**src/rtl/core/docking_motor_supervisor_core_assert.svh**
```systemverilog
// Assertion macros for the docking motor supervisor core.
// Needs clk and rst_n in the scope where a macro is used.
`ifndef DOCKING_MOTOR_SUPERVISOR_CORE_ASSERT_SVH
`define DOCKING_MOTOR_SUPERVISOR_CORE_ASSERT_SVH
`ifndef SYNTH
// Antecedent implies consequent in the same cycle.
`define DMS_ASSERT_SAME(name, ante, cons, msg) \
  name: assert property (@(posedge clk) disable iff (!rst_n) (ante) |-> (cons)) \
    else $error(msg);
// Antecedent implies consequent in the next cycle.
`define DMS_ASSERT_NEXT(name, ante, cons, msg) \
  name: assert property (@(posedge clk) disable iff (!rst_n) (ante) |=> (cons)) \
    else $error(msg);
`else
`define DMS_ASSERT_SAME(name, ante, cons, msg)
`define DMS_ASSERT_NEXT(name, ante, cons, msg)
`endif
`endif

```
**src/rtl/core/dms_pkg.sv**
```systemverilog
// Shared types and constants of the docking motor supervisor core.
// No dependencies.
`timescale 1ns / 1ps
package dms_pkg;

  localparam int CUR_W     = 12;
  localparam int SENSE_W   = 12;
  localparam int BLANK_W   = 10;
  localparam int TIMEOUT_W = 11;
  localparam int CFG_W     = 12;
  localparam int TRIP_W    = 3;

  localparam logic [TRIP_W-1:0] TRIP_LIMIT = 3'd3;
  localparam logic [TRIP_W-1:0] TRIP_MAX   = 3'd7;

  localparam logic [CUR_W-1:0]     RST_CURRENT_LIMIT = 12'd250;
  localparam logic [BLANK_W-1:0]   RST_BLANK_TICKS   = 10'd10;
  localparam logic [TIMEOUT_W-1:0] RST_TIMEOUT_TICKS = 11'd1024;
  localparam logic [SENSE_W-1:0]   RST_UNDOCKED_MIN  = 12'd3300;
  localparam logic [SENSE_W-1:0]   RST_PWR_ON_MIN    = 12'd3000;
  localparam logic [SENSE_W-1:0]   RST_12V_MIN       = 12'd2500;
  localparam logic [SENSE_W-1:0]   RST_5V_MIN        = 12'd1700;
  localparam logic [SENSE_W-1:0]   RST_PWR_OFF_MAX   = 12'd1100;

  typedef enum logic [2:0] {
    REG_CURRENT_LIMIT = 3'd0,
    REG_BLANK_TICKS   = 3'd1,
    REG_TIMEOUT_TICKS = 3'd2,
    REG_UNDOCKED_MIN  = 3'd3,
    REG_PWR_ON_MIN    = 3'd4,
    REG_12V_MIN       = 3'd5,
    REG_5V_MIN        = 3'd6,
    REG_PWR_OFF_MAX   = 3'd7
  } reg_idx_t;

  typedef enum logic [1:0] {
    CMD_TICK   = 2'd0,
    CMD_DOCK   = 2'd1,
    CMD_UNDOCK = 2'd2,
    CMD_QUERY  = 2'd3
  } cmd_t;

  // Run mode doubles as the motor drive code.
  typedef enum logic [1:0] {
    MODE_IDLE   = 2'd0,
    MODE_DOCK   = 2'd1,
    MODE_UNDOCK = 2'd2
  } mode_t;

  typedef enum logic [1:0] {
    RES_NONE        = 2'd0,
    RES_OK          = 2'd1,
    RES_OVERCURRENT = 2'd2,
    RES_TIMEOUT     = 2'd3
  } res_code_t;

  typedef enum logic [2:0] {
    CLS_UNDOCKED  = 3'd0,
    CLS_PWR_OFF   = 3'd1,
    CLS_PWR_ON    = 3'd2,
    CLS_12V_ON    = 3'd3,
    CLS_5V_ON     = 3'd4,
    CLS_INBETWEEN = 3'd5,
    CLS_UNKNOWN   = 3'd6
  } dock_class_t;

  typedef struct packed {
    logic [CUR_W-1:0]     current_limit;
    logic [BLANK_W-1:0]   blank_ticks;
    logic [TIMEOUT_W-1:0] timeout_ticks;
    logic [SENSE_W-1:0]   undocked_min;
    logic [SENSE_W-1:0]   pwr_on_min;
    logic [SENSE_W-1:0]   v12_min;
    logic [SENSE_W-1:0]   v5_min;
    logic [SENSE_W-1:0]   pwr_off_max;
  } cfg_t;

  typedef struct packed {
    mode_t     drive;
    logic      busy;
    logic      done;
    res_code_t code;
  } run_res_t;

endpackage

```
**src/rtl/core/dms_cfg_regs.sv**
```systemverilog
// Configuration register file of the docking motor supervisor core.
// Depends on dms_pkg.
`timescale 1ns / 1ps
module dms_cfg_regs (
  input  logic                         clk,
  input  logic                         rst_n,
  input  logic                         cfg_we,
  input  dms_pkg::reg_idx_t            cfg_idx,
  input  logic [dms_pkg::CFG_W-1:0]    cfg_wdata,
  output dms_pkg::cfg_t                cfg
);
  import dms_pkg::*;

  cfg_t cfg_r;
  cfg_t cfg_nxt;

  always_comb begin
    cfg_nxt = cfg_r;
    if (cfg_we) begin
      unique case (cfg_idx)
        REG_CURRENT_LIMIT: cfg_nxt.current_limit = cfg_wdata[CUR_W-1:0];
        REG_BLANK_TICKS:   cfg_nxt.blank_ticks   = cfg_wdata[BLANK_W-1:0];
        REG_TIMEOUT_TICKS: cfg_nxt.timeout_ticks = cfg_wdata[TIMEOUT_W-1:0];
        REG_UNDOCKED_MIN:  cfg_nxt.undocked_min  = cfg_wdata[SENSE_W-1:0];
        REG_PWR_ON_MIN:    cfg_nxt.pwr_on_min    = cfg_wdata[SENSE_W-1:0];
        REG_12V_MIN:       cfg_nxt.v12_min       = cfg_wdata[SENSE_W-1:0];
        REG_5V_MIN:        cfg_nxt.v5_min        = cfg_wdata[SENSE_W-1:0];
        REG_PWR_OFF_MAX:   cfg_nxt.pwr_off_max   = cfg_wdata[SENSE_W-1:0];
      endcase
    end
  end

  always_ff @(posedge clk) begin
    if (!rst_n) begin
      cfg_r.current_limit <= RST_CURRENT_LIMIT;
      cfg_r.blank_ticks   <= RST_BLANK_TICKS;
      cfg_r.timeout_ticks <= RST_TIMEOUT_TICKS;
      cfg_r.undocked_min  <= RST_UNDOCKED_MIN;
      cfg_r.pwr_on_min    <= RST_PWR_ON_MIN;
      cfg_r.v12_min       <= RST_12V_MIN;
      cfg_r.v5_min        <= RST_5V_MIN;
      cfg_r.pwr_off_max   <= RST_PWR_OFF_MAX;
    end else begin
      cfg_r <= cfg_nxt;
    end
  end

  assign cfg = cfg_r;

endmodule

```
**src/rtl/core/dms_classify.sv**
```systemverilog
// Supply sense classifier: maps one sense sample and the end switch to a class.
// Depends on dms_pkg.
`timescale 1ns / 1ps
module dms_classify (
  input  logic [dms_pkg::SENSE_W-1:0] sense,
  input  logic                        end_switch,
  input  dms_pkg::cfg_t               cfg,
  output dms_pkg::dock_class_t        cls
);
  import dms_pkg::*;

  // The thresholds are tried from the top down; the first match wins.
  always_comb begin
    priority if (sense > cfg.undocked_min) begin
      cls = end_switch ? CLS_UNDOCKED : CLS_INBETWEEN;
    end else if (sense > cfg.pwr_on_min) begin
      cls = CLS_PWR_ON;
    end else if (sense > cfg.v12_min) begin
      cls = CLS_12V_ON;
    end else if (sense > cfg.v5_min) begin
      cls = CLS_5V_ON;
    end else if (sense < cfg.pwr_off_max) begin
      cls = CLS_PWR_OFF;
    end else begin
      cls = CLS_UNKNOWN;
    end
  end

endmodule

```
**src/rtl/core/dms_run_ctrl.sv**
```systemverilog
// Run controller: run mode, tick counter and overcurrent trip counter.
// Depends on dms_pkg and docking_motor_supervisor_core_assert.svh.
`timescale 1ns / 1ps
`include "docking_motor_supervisor_core_assert.svh"
module dms_run_ctrl #(
  parameter int MAX_RUN_TICKS = 1024
) (
  input  logic                        clk,
  input  logic                        rst_n,
  input  logic                        step,
  input  dms_pkg::cmd_t               cmd,
  input  logic [dms_pkg::CUR_W-1:0]   motor_current,
  input  logic                        end_switch,
  input  dms_pkg::dock_class_t        cls,
  input  dms_pkg::cfg_t               cfg,
  output dms_pkg::run_res_t           res
);
  import dms_pkg::*;

  localparam int TW = $clog2(MAX_RUN_TICKS + 1);
  localparam int LW = (TW > TIMEOUT_W) ? TW : TIMEOUT_W;
  localparam int BW = (TW > BLANK_W) ? TW : BLANK_W;

  mode_t             run_mode_r, run_mode_nxt;
  logic [TW-1:0]     tick_index_r, tick_index_nxt;
  logic [TRIP_W-1:0] trip_run_r, trip_run_nxt;
  logic              done;
  res_code_t         code;

  logic [LW-1:0] limit;
  logic [LW-1:0] timeout_ext;
  logic [TW-1:0] tick_inc;
  logic          ok;
  logic          over;

  // A zero timeout acts as one tick; anything above the run maximum is clipped.
  assign timeout_ext = LW'(cfg.timeout_ticks);
  always_comb begin
    priority if (timeout_ext == '0) begin
      limit = LW'(1);
    end else if (timeout_ext > LW'(MAX_RUN_TICKS)) begin
      limit = LW'(MAX_RUN_TICKS);
    end else begin
      limit = timeout_ext;
    end
  end

  assign tick_inc = tick_index_r + TW'(1);
  assign ok = (run_mode_r == MODE_DOCK) ?
              (cls != CLS_UNDOCKED && cls != CLS_INBETWEEN) : end_switch;
  assign over = (motor_current > cfg.current_limit) &&
                (BW'(tick_index_r) > BW'(cfg.blank_ticks));

  always_comb begin
    run_mode_nxt   = run_mode_r;
    tick_index_nxt = tick_index_r;
    trip_run_nxt   = trip_run_r;
    done           = 1'b0;
    code           = RES_NONE;
    if (step) begin
      unique case (cmd)
        CMD_DOCK, CMD_UNDOCK: begin
          run_mode_nxt   = (cmd == CMD_DOCK) ? MODE_DOCK : MODE_UNDOCK;
          tick_index_nxt = '0;
          trip_run_nxt   = '0;
        end
        CMD_TICK: begin
          if (run_mode_r != MODE_IDLE) begin
            if (ok) begin
              done = 1'b1;
              code = RES_OK;
            end else begin
              if (over) begin
                trip_run_nxt = (trip_run_r == TRIP_MAX) ? trip_run_r
                                                         : trip_run_r + TRIP_W'(1);
              end else begin
                trip_run_nxt = '0;
              end
              if (trip_run_nxt > TRIP_LIMIT) begin
                done = 1'b1;
                code = RES_OVERCURRENT;
              end else begin
                tick_index_nxt = tick_inc;
                if (LW'(tick_inc) >= limit) begin
                  done = 1'b1;
                  code = RES_TIMEOUT;
                end
              end
            end
            if (done) begin
              run_mode_nxt = MODE_IDLE;
            end
          end
        end
        CMD_QUERY: begin
        end
      endcase
    end
  end

  // The reported drive and busy flag reflect the mode after this item.
  always_comb begin
    res.drive = run_mode_nxt;
    res.busy  = (run_mode_nxt != MODE_IDLE);
    res.done  = done;
    res.code  = code;
  end

  always_ff @(posedge clk) begin
    if (!rst_n) begin
      run_mode_r   <= MODE_IDLE;
      tick_index_r <= '0;
      trip_run_r   <= '0;
    end else begin
      run_mode_r   <= run_mode_nxt;
      tick_index_r <= tick_index_nxt;
      trip_run_r   <= trip_run_nxt;
    end
  end

  `DMS_ASSERT_SAME(a_done_brakes, res.done, !res.busy && res.drive == MODE_IDLE, "ending must brake")
  `DMS_ASSERT_SAME(a_trip_bound, 1'b1, trip_run_r <= TRIP_LIMIT + TRIP_W'(1), "trip run overflow")
  `DMS_ASSERT_NEXT(a_start_runs, step && (cmd == CMD_DOCK || cmd == CMD_UNDOCK), run_mode_r != MODE_IDLE && tick_index_r == '0, "start must open a run")
  `DMS_ASSERT_NEXT(a_idle_hold, step && cmd == CMD_TICK && run_mode_r == MODE_IDLE, $stable(tick_index_r) && $stable(trip_run_r), "idle tick changed state")

endmodule

```
**src/rtl/core/docking_motor_supervisor_core.sv**
```systemverilog
// Docking motor supervisor: one result item per input item.
// One item per clock unless stalled; the input and result registers form a two-stage pipe.
// The result register is updated only when empty or taken, so a stalled result holds.
// Synchronous active-low reset clears the run state, the pipe valids and loads the
// configuration reset values. Depends on dms_pkg and the dms_* submodules.
`timescale 1ns / 1ps
module docking_motor_supervisor_core #(
  parameter int MAX_RUN_TICKS = 1024
) (
  input  logic        clk,
  input  logic        rst_n,
  input  logic        in_tvalid,
  output logic        in_tready,
  input  logic [31:0] in_tdata,   // motor_current[11:0], supply_sense[23:12], end_switch[24]
  input  logic [1:0]  in_tuser,   // cmd[1:0]
  output logic        out_tvalid,
  input  logic        out_tready,
  output logic [7:0]  out_tdata,  // motor_drive[1:0], docking_class[4:2], busy_res[5],
                                  // result_code[7:6]
  output logic        out_tlast,  // done_res
  input  logic        cfg_we,
  input  logic [2:0]  cfg_addr,
  input  logic [11:0] cfg_wdata
);
  import dms_pkg::*;

  logic                in_valid_r;
  cmd_t                cmd_r;
  logic [CUR_W-1:0]    cur_r;
  logic [SENSE_W-1:0]  sense_r;
  logic                sw_r;

  logic                out_valid_r;
  logic [7:0]          out_data_r, out_data_nxt;
  logic                out_last_r;

  logic                advance;
  logic                step;
  cfg_t                cfg;
  dock_class_t         cls;
  run_res_t            res;

  assign advance   = !out_valid_r || out_tready;
  assign in_tready = !in_valid_r || advance;
  assign step      = in_valid_r && advance;

  dms_cfg_regs u_cfg (
    .clk       (clk),
    .rst_n     (rst_n),
    .cfg_we    (cfg_we),
    .cfg_idx   (reg_idx_t'(cfg_addr)),
    .cfg_wdata (cfg_wdata),
    .cfg       (cfg)
  );

  dms_classify u_cls (
    .sense      (sense_r),
    .end_switch (sw_r),
    .cfg        (cfg),
    .cls        (cls)
  );

  dms_run_ctrl #(
    .MAX_RUN_TICKS (MAX_RUN_TICKS)
  ) u_run (
    .clk           (clk),
    .rst_n         (rst_n),
    .step          (step),
    .cmd           (cmd_r),
    .motor_current (cur_r),
    .end_switch    (sw_r),
    .cls           (cls),
    .cfg           (cfg),
    .res           (res)
  );

  assign out_data_nxt = {res.code, res.busy, cls, res.drive};

  always_ff @(posedge clk) begin
    if (!rst_n) begin
      in_valid_r  <= 1'b0;
      out_valid_r <= 1'b0;
    end else begin
      if (in_tready) begin
        in_valid_r <= in_tvalid;
      end
      if (advance) begin
        out_valid_r <= in_valid_r;
      end
    end
  end

  always_ff @(posedge clk) begin
    if (in_tvalid && in_tready) begin
      cmd_r   <= cmd_t'(in_tuser);
      cur_r   <= in_tdata[11:0];
      sense_r <= in_tdata[23:12];
      sw_r    <= in_tdata[24];
    end
    if (step) begin
      out_data_r <= out_data_nxt;
      out_last_r <= res.done;
    end
  end

  assign out_tvalid = out_valid_r;
  assign out_tdata  = out_data_r;
  assign out_tlast  = out_last_r;

endmodule

```
**config.mk**
```make
export PLATFORM = sky130hd
export DESIGN_NAME = docking_motor_supervisor_core
export DESIGN_NICKNAME = d
export VERILOG_FILES = /design/src/rtl/core/dms_pkg.sv /design/src/rtl/core/dms_cfg_regs.sv /design/src/rtl/core/dms_classify.sv /design/src/rtl/core/dms_run_ctrl.sv /design/src/rtl/core/docking_motor_supervisor_core.sv
export VERILOG_INCLUDE_DIRS = /design/src /design/src/rtl/core
export SDC_FILE = /design/constraint.sdc
export NUM_CORES = 1
export LEC_CHECK = 0
export BUFFER_PORTS_ARGS = -buffer_cell sky130_fd_sc_hd__buf_2
export CELL_PAD_IN_SITES_DETAIL_PLACEMENT = 1
export CELL_PAD_IN_SITES_GLOBAL_PLACEMENT = 1
export CORE_UTILIZATION = 45
export CTS_CLUSTER_SIZE = 10
export DETAILED_ROUTE_END_ITERATION = 12
export PLACE_DENSITY_LB_ADDON = 0.3
export SLEW_MARGIN = 40
export SYNTH_ARGS = -nofsm -noshare
export SYNTH_HDL_FRONTEND = slang
export SYNTH_SLANG_ARGS = --single-unit
```
**constraint.sdc**
```tcl
create_clock -name clk -period 4.4 [get_ports clk]
set_input_delay 0.44 -clock clk [delete_from_list [all_inputs] [get_ports clk]]
set_output_delay 0.44 -clock clk [all_outputs]
set_load 0.05 [all_outputs]
```
Word level (Yosys, flattened, before mapping). Cells that the tools add are included. W data, S select, Z words.

Eq/ne operators: 15. Magnitude comparators: 10. Add/subtract/negate cells: 2. Reduce and logical (&&, ||, !) cells: 28. Muxes and demuxes: 36. Bitwise gates (word level): 2.

Operator list (count): $gt A12 B12 Y1 (5); $mux W11 (5); $mux W3 (14); $pmux W11 S2 (1); $reduce_and A2 Y1 (9); $eq A3 B3 Y1 const B (5); $lt A12 B12 Y1 (1); $mux W2 (6); $add A11 B1 Y11 const B (1); $ge A11 B11 Y1 (1); $gt A11 B10 Y1 (1); $gt A11 B11 Y1 const B (1); $logic_not A11 Y1 (1); $mux W1 (8); $eq A3 B2 Y1 const B (2); $pmux W3 S2 (1); $reduce_bool A2 Y1 (3); $reduce_and A5 Y1 (1); $eq A2 B1 Y1 const B (2); $logic_and A1 B1 Y1 (4); $ne A2 B2 Y1 const B (2); $pmux W2 S2 (1); $reduce_and A4 Y1 (1); $add A3 B1 Y3 const B (1); 13 further kinds (16).

Logic and storage cells: 114. Bits of input ports: 54. Output and inout port bits: 11. Flip-flop bits (word level): 147.

Depth between registers and ports, before layout.
Word-level depth: 24. Depth in mapped cells: 14. Gate-level depth less buffers: 14.

By module. From an unflattened synthesis, not the netlist that was laid out.

Cells, all modules: 847. Area total of the unflattened synthesis: 8195.4 µm².

By module, submodules not included: dms_cfg_regs (cells an instance 339, instances 1, area an instance 3587.2 µm², seq. area each 1861.8 µm²); dms_run_ctrl (cells an instance 251, instances 1, area an instance 1885.6 µm², seq. area each 320.3 µm²); dms_classify (cells an instance 212, instances 1, area an instance 1537.7 µm², seq. area each 0.0 µm²); docking_motor_supervisor_core (cells an instance 45, instances 1, area an instance 1184.9 µm², seq. area each 1121.1 µm²).

Least setup slack after synthesis. OpenSTA, ideal clock, no wires.

Path type: reg-to-reg. Start: reg u_run.tick_index_r[0]. End: reg out_data_r[5] (netlist: out_tdata[5]), data pin. Cell stages (with the launch flop): 12. Library setup time: 0.277 ns. Buffers on the path: 0. Data arrival time: 2.426 ns. Clock period less this slack: 2.703 ns. Required time: 4.123 ns. Path slack: 1.697 ns. Path through: dfxtp_1 > ha_1 > nand3_1 > nor4_1 > nand3_1 > xnor2_1 > ha_1 > o2111ai_1 > o31ai_1 > a21oi_2 > a21oi_1 > a21oi_1.

RTL lines: start, declared (RTL line dms_run_ctrl.sv:25) `logic [TW-1:0] tick_index_r, tick_index_nxt;`; start signal, assigned (RTL line dms_run_ctrl.sv:116) `tick_index_r <= tick_index_nxt;`; end signal, assigned (RTL line docking_motor_supervisor_core.sv:101) `out_data_r <= out_data_nxt;`; end, declared (RTL line docking_motor_supervisor_core.sv:34) `logic [7:0] out_data_r, out_data_nxt;`.

==> flow_metrics.env <==
export IMPL_worstMarginPinSlew_ps=817.2
export IMPL_grt_max_degree=62
export IMPL_first_iter_violations=279
export IMPL_path_max_fanout=6
export IMPL_num_rows=47
export IMPL_leakage_nw=3.696
export IMPL_synth_edff_count=36
export IMPL_min_path_type="input pin to register"
export IMPL_clockRootBuffer="clkbuf_16"
export IMPL_cap_viol_max_count=0
export IMPL_die_x_um=133.6
export IMPL_met2_length_um=10030
export IMPL_num_antenna_cells=0
export IMPL_fmax_mhz=293.3
export IMPL_core_um2=16760
export IMPL_track_usage_pct=25.78
export IMPL_synth_top_area_share_pct=28.52
export IMPL_ys_warn_count=0
export IMPL_cp_required_ps=4560
export IMPL_synth_seq_cells=147
export IMPL_layout_drive_gt1_share_pct=11.66
export IMPL_final_setup_viol_count=0
export IMPL_ys_seq_area_share_pct=42.40
export IMPL_maxUsedRoutingLayer="met4"
export IMPL_cts_resized=0
export IMPL_start_util_pct=46.49
export IMPL_vias=6559
export IMPL_die_h_um=133.6
export IMPL_clk_path_buf_depth=2
export IMPL_slew_headroom_pct=45.46
export IMPL_dieArea_um2=17840
export IMPL_synthToLayoutAreaGrowth_pct=14.26
export IMPL_crit_arrival_ps=3570
export IMPL_overflow=0
export IMPL_clkLatencyLatePin_ps=430
export IMPL_io_buffers=57
export IMPL_gp_congestion=0.8542
export IMPL_whs_endpoint="cur_r[4]$_DFFE_PP_"
export IMPL_crit_path_end_kind="register"
export IMPL_hpwl_um=15390
export IMPL_htree_num_levels=4
export IMPL_r2r_start="u_run.tick_index_r[0]$_SDFFE_PN0P_"
export IMPL_synth_cell_area_um2=7791
export IMPL_ir_drop_mv=0.2915
export IMPL_stdcell_area_um2=8902
export IMPL_cts_inserted_buffers=17
export IMPL_period_needed_ps=3409
export IMPL_grt_pass1_vias=6554
export IMPL_whs_path_depth=1
export IMPL_post_drt_wl_per_cell_um=18.32
export IMPL_cp_start_kind="register"
export IMPL_muxShareOfSynthArea_pct=0.1445
export IMPL_grt_first_pass_wirelength_um=34870
export IMPL_r2r_end="out_tdata[5]$_DFFE_PP_"
export IMPL_wl_met1_um=10320
export IMPL_cts_tree="built"
export IMPL_crit_type="register to register"
export IMPL_antenna_found_initial=0
export IMPL_rsz0062_at_grt="no"
export IMPL_io_pins=65
export IMPL_ff2ff_setup_slack_ps=990
export IMPL_ys_async_sr_fraction_pct=0
export IMPL_finalHoldViolCount=0
export IMPL_yosys_area_share_simple_pct=16.46
export IMPL_place_area_um2=8272
export IMPL_clock_sinks=147
export IMPL_drc=0
export IMPL_synthCells=891
export IMPL_status="finished clean"
export IMPL_holdCritStartpoint="in_tdata[4]"
export IMPL_nNetsFinal=1087
export IMPL_synth_cell_types=58
export IMPL_viasPerCell=5.596
export IMPL_drtPass1Iterations=4
export IMPL_synthAdderAreaFrac_pct=15.10
export IMPL_synth_area_per_cell_um2=8.744
export IMPL_synth_area_leaders="dfxtp_1 29%, ha_1 15%, edfxtp_1 14%, nand2_1 8.8%, a21oi_1 6.0%"
export IMPL_fin_crit_sh_pct=77.48
export IMPL_antenna_left=0
export IMPL_syn_num_nets=1039
export IMPL_setup_tns_ps=0
export IMPL_met3_length_um=816
export IMPL_powerDensity_nw_per_um2=379.3
export IMPL_synth_compound_area_share_pct=18.82
export IMPL_critical_path_startpoint="u_run.tick_index_r[0]$_SDFFE_PN0P_"
export IMPL_post_cts_setup_buffers=0
export IMPL_synthFlopType="dfxtp_1"
export IMPL_wirelength_um=21470
export IMPL_fin_skew_ps=6.688
export IMPL_maxSlewViolCount=0
export IMPL_synth_top_family_by_area="compound AO/OA/AOI/OAI gates"
export IMPL_ctsHoldBuffers=0
export IMPL_reg2regPathDepth=11
export IMPL_synth_xor_area_share_pct=0.8993
export IMPL_yosysTopAreaCell="dfxtp_1"
export IMPL_clk_pin_slew_ps=60
## registers in the layout (all words and copies together), names as in the netlist
register / cells
u_run.tick_index_r: 11
out_tlast: 1
cmd_r: 2
out_tdata: 8
sense_r: 12
sw_r: 1
u_run.run_mode_r: 2
in_valid_r: 1
cur_r: 12
u_run.trip_run_r: 3
out_tvalid: 1
u_cfg.cfg: 93
## stage by stage
| step | utilization, % | power (W) | hold slack (ps) | setup WS [ps] | std cells |
|---|---|---|---|---|---|
| 6_report | 53.12 | 0.003377 | 176.5 | 991.0 | 1172 |
| 5_1_grt | 53.12 | 0.003496 | 158.5 | 731.0 | 1172 |
| 4_1_cts | 53.12 | 0.003396 | 154.9 | 1014 | 1172 |
| 3_5_place_dp | 49.35 | 0.001814 | 448.4 | 1063 | 1140 |
| 3_3_place_gp | 49.24 | 0.001799 | 443.3 | 1188 | 1140 |
| 2_1_floorplan | - | 0.001700 | 433.6 | 1697 | 891 |
## cell type report
type,count,area (um^2)
Fill cell,1977,7858
Clock inverter,13,197.7
Tap cell,220,275.3
Inverter,90,337.8
Multi-Input combinational cell,620,4025
Clock buffer,19,432.9
Sequential cell,147,3303
Timing Repair Buffer,63,330.3
## cell usage after synthesis, drive strengths merged, types with 11 or more instances
master  instances
a21oi          95
clkbuf         30
dfxtp         111
edfxtp         36
ha             94
inv            90
nand2         183
nand3          11
nand4          21
nor2           31
o211ai         43
o21ai          19
## worst max path at each step
stage	to	slack (ps)
floorplan	out_tdata[5]$_DFFE_PP_	1700
global placement	out_tdata[5]$_DFFE_PP_	1190
detailed placement	out_tdata[5]$_DFFE_PP_	1060
CTS	out_tdata[5]$_DFFE_PP_	1010
global route	out_tdata[5]$_DFFE_PP_	730
finish	out_tdata[5]$_DFFE_PP_	990
## cell usage in the layout (no fill, tap or decap), drive strengths merged, types with 3 or more instances in the layout
| cell type | count |
|---|---|
| a32o | 6 |
| edfxtp | 36 |
| nor3 | 10 |
| o31a | 3 |
| nor2 | 31 |
| nand3 | 11 |
| buf | 63 |
| xor2 | 3 |
| o211ai | 43 |
| a211oi | 10 |
| o221ai | 3 |
| o31ai | 4 |
| o22ai | 4 |
| a21oi | 95 |
| bufinv | 4 |
| o21ai | 19 |
| inv | 95 |
| nand4 | 21 |
| and3 | 5 |
| nand2b | 8 |
| nand2 | 183 |
| nor4 | 3 |
| dfxtp | 111 |
| or2 | 4 |
| xnor2 | 5 |
| ha | 94 |
| o21a | 8 |
| a21o | 10 |
| a31oi | 3 |
| clkbuf | 19 |
| nor2b | 10 |
## report_power, final
group          switching, W  leakage (nW)  internal, W  total, W
logic              0.000212          2.14     0.000112  0.000323
clock network      0.000626         0.302     0.000962   0.00159
registers         0.0000323          1.25      0.00143   0.00147
total              0.000870          3.70      0.00251   0.00338
## logic make-up after synthesis
kind of cell	count (synthesis)
simple gates	293
compound gates	224
flops	147
buf+inv	124
fa+ha+maj	94
xor+xnor	8
mux	1
## routing by layer
| metal | global-route usage (%) | up-vias |
|---|---|---|
| li1 | - | 3230 |
| met1 | 34.75 | 3174 |
| met2 | 42.01 | 134 |
| met3 | 4.376 | 21 |
| met4 | 8.081 | 0 |
| met5 | 0 | - |
## worst max-delay path, stage by stage (launching register included)
cell and delay, ps:
dfxtp_1 470, ha_1 280, nand3_1 180, nor4_1 470, nand3_1 160, xnor2_1 170
ha_1 310, o2111ai_1 150, o31ai_1 540, a21oi_2 150, a21oi_1 180, a21oi_1 80
(Power assumes the default switching activity.)
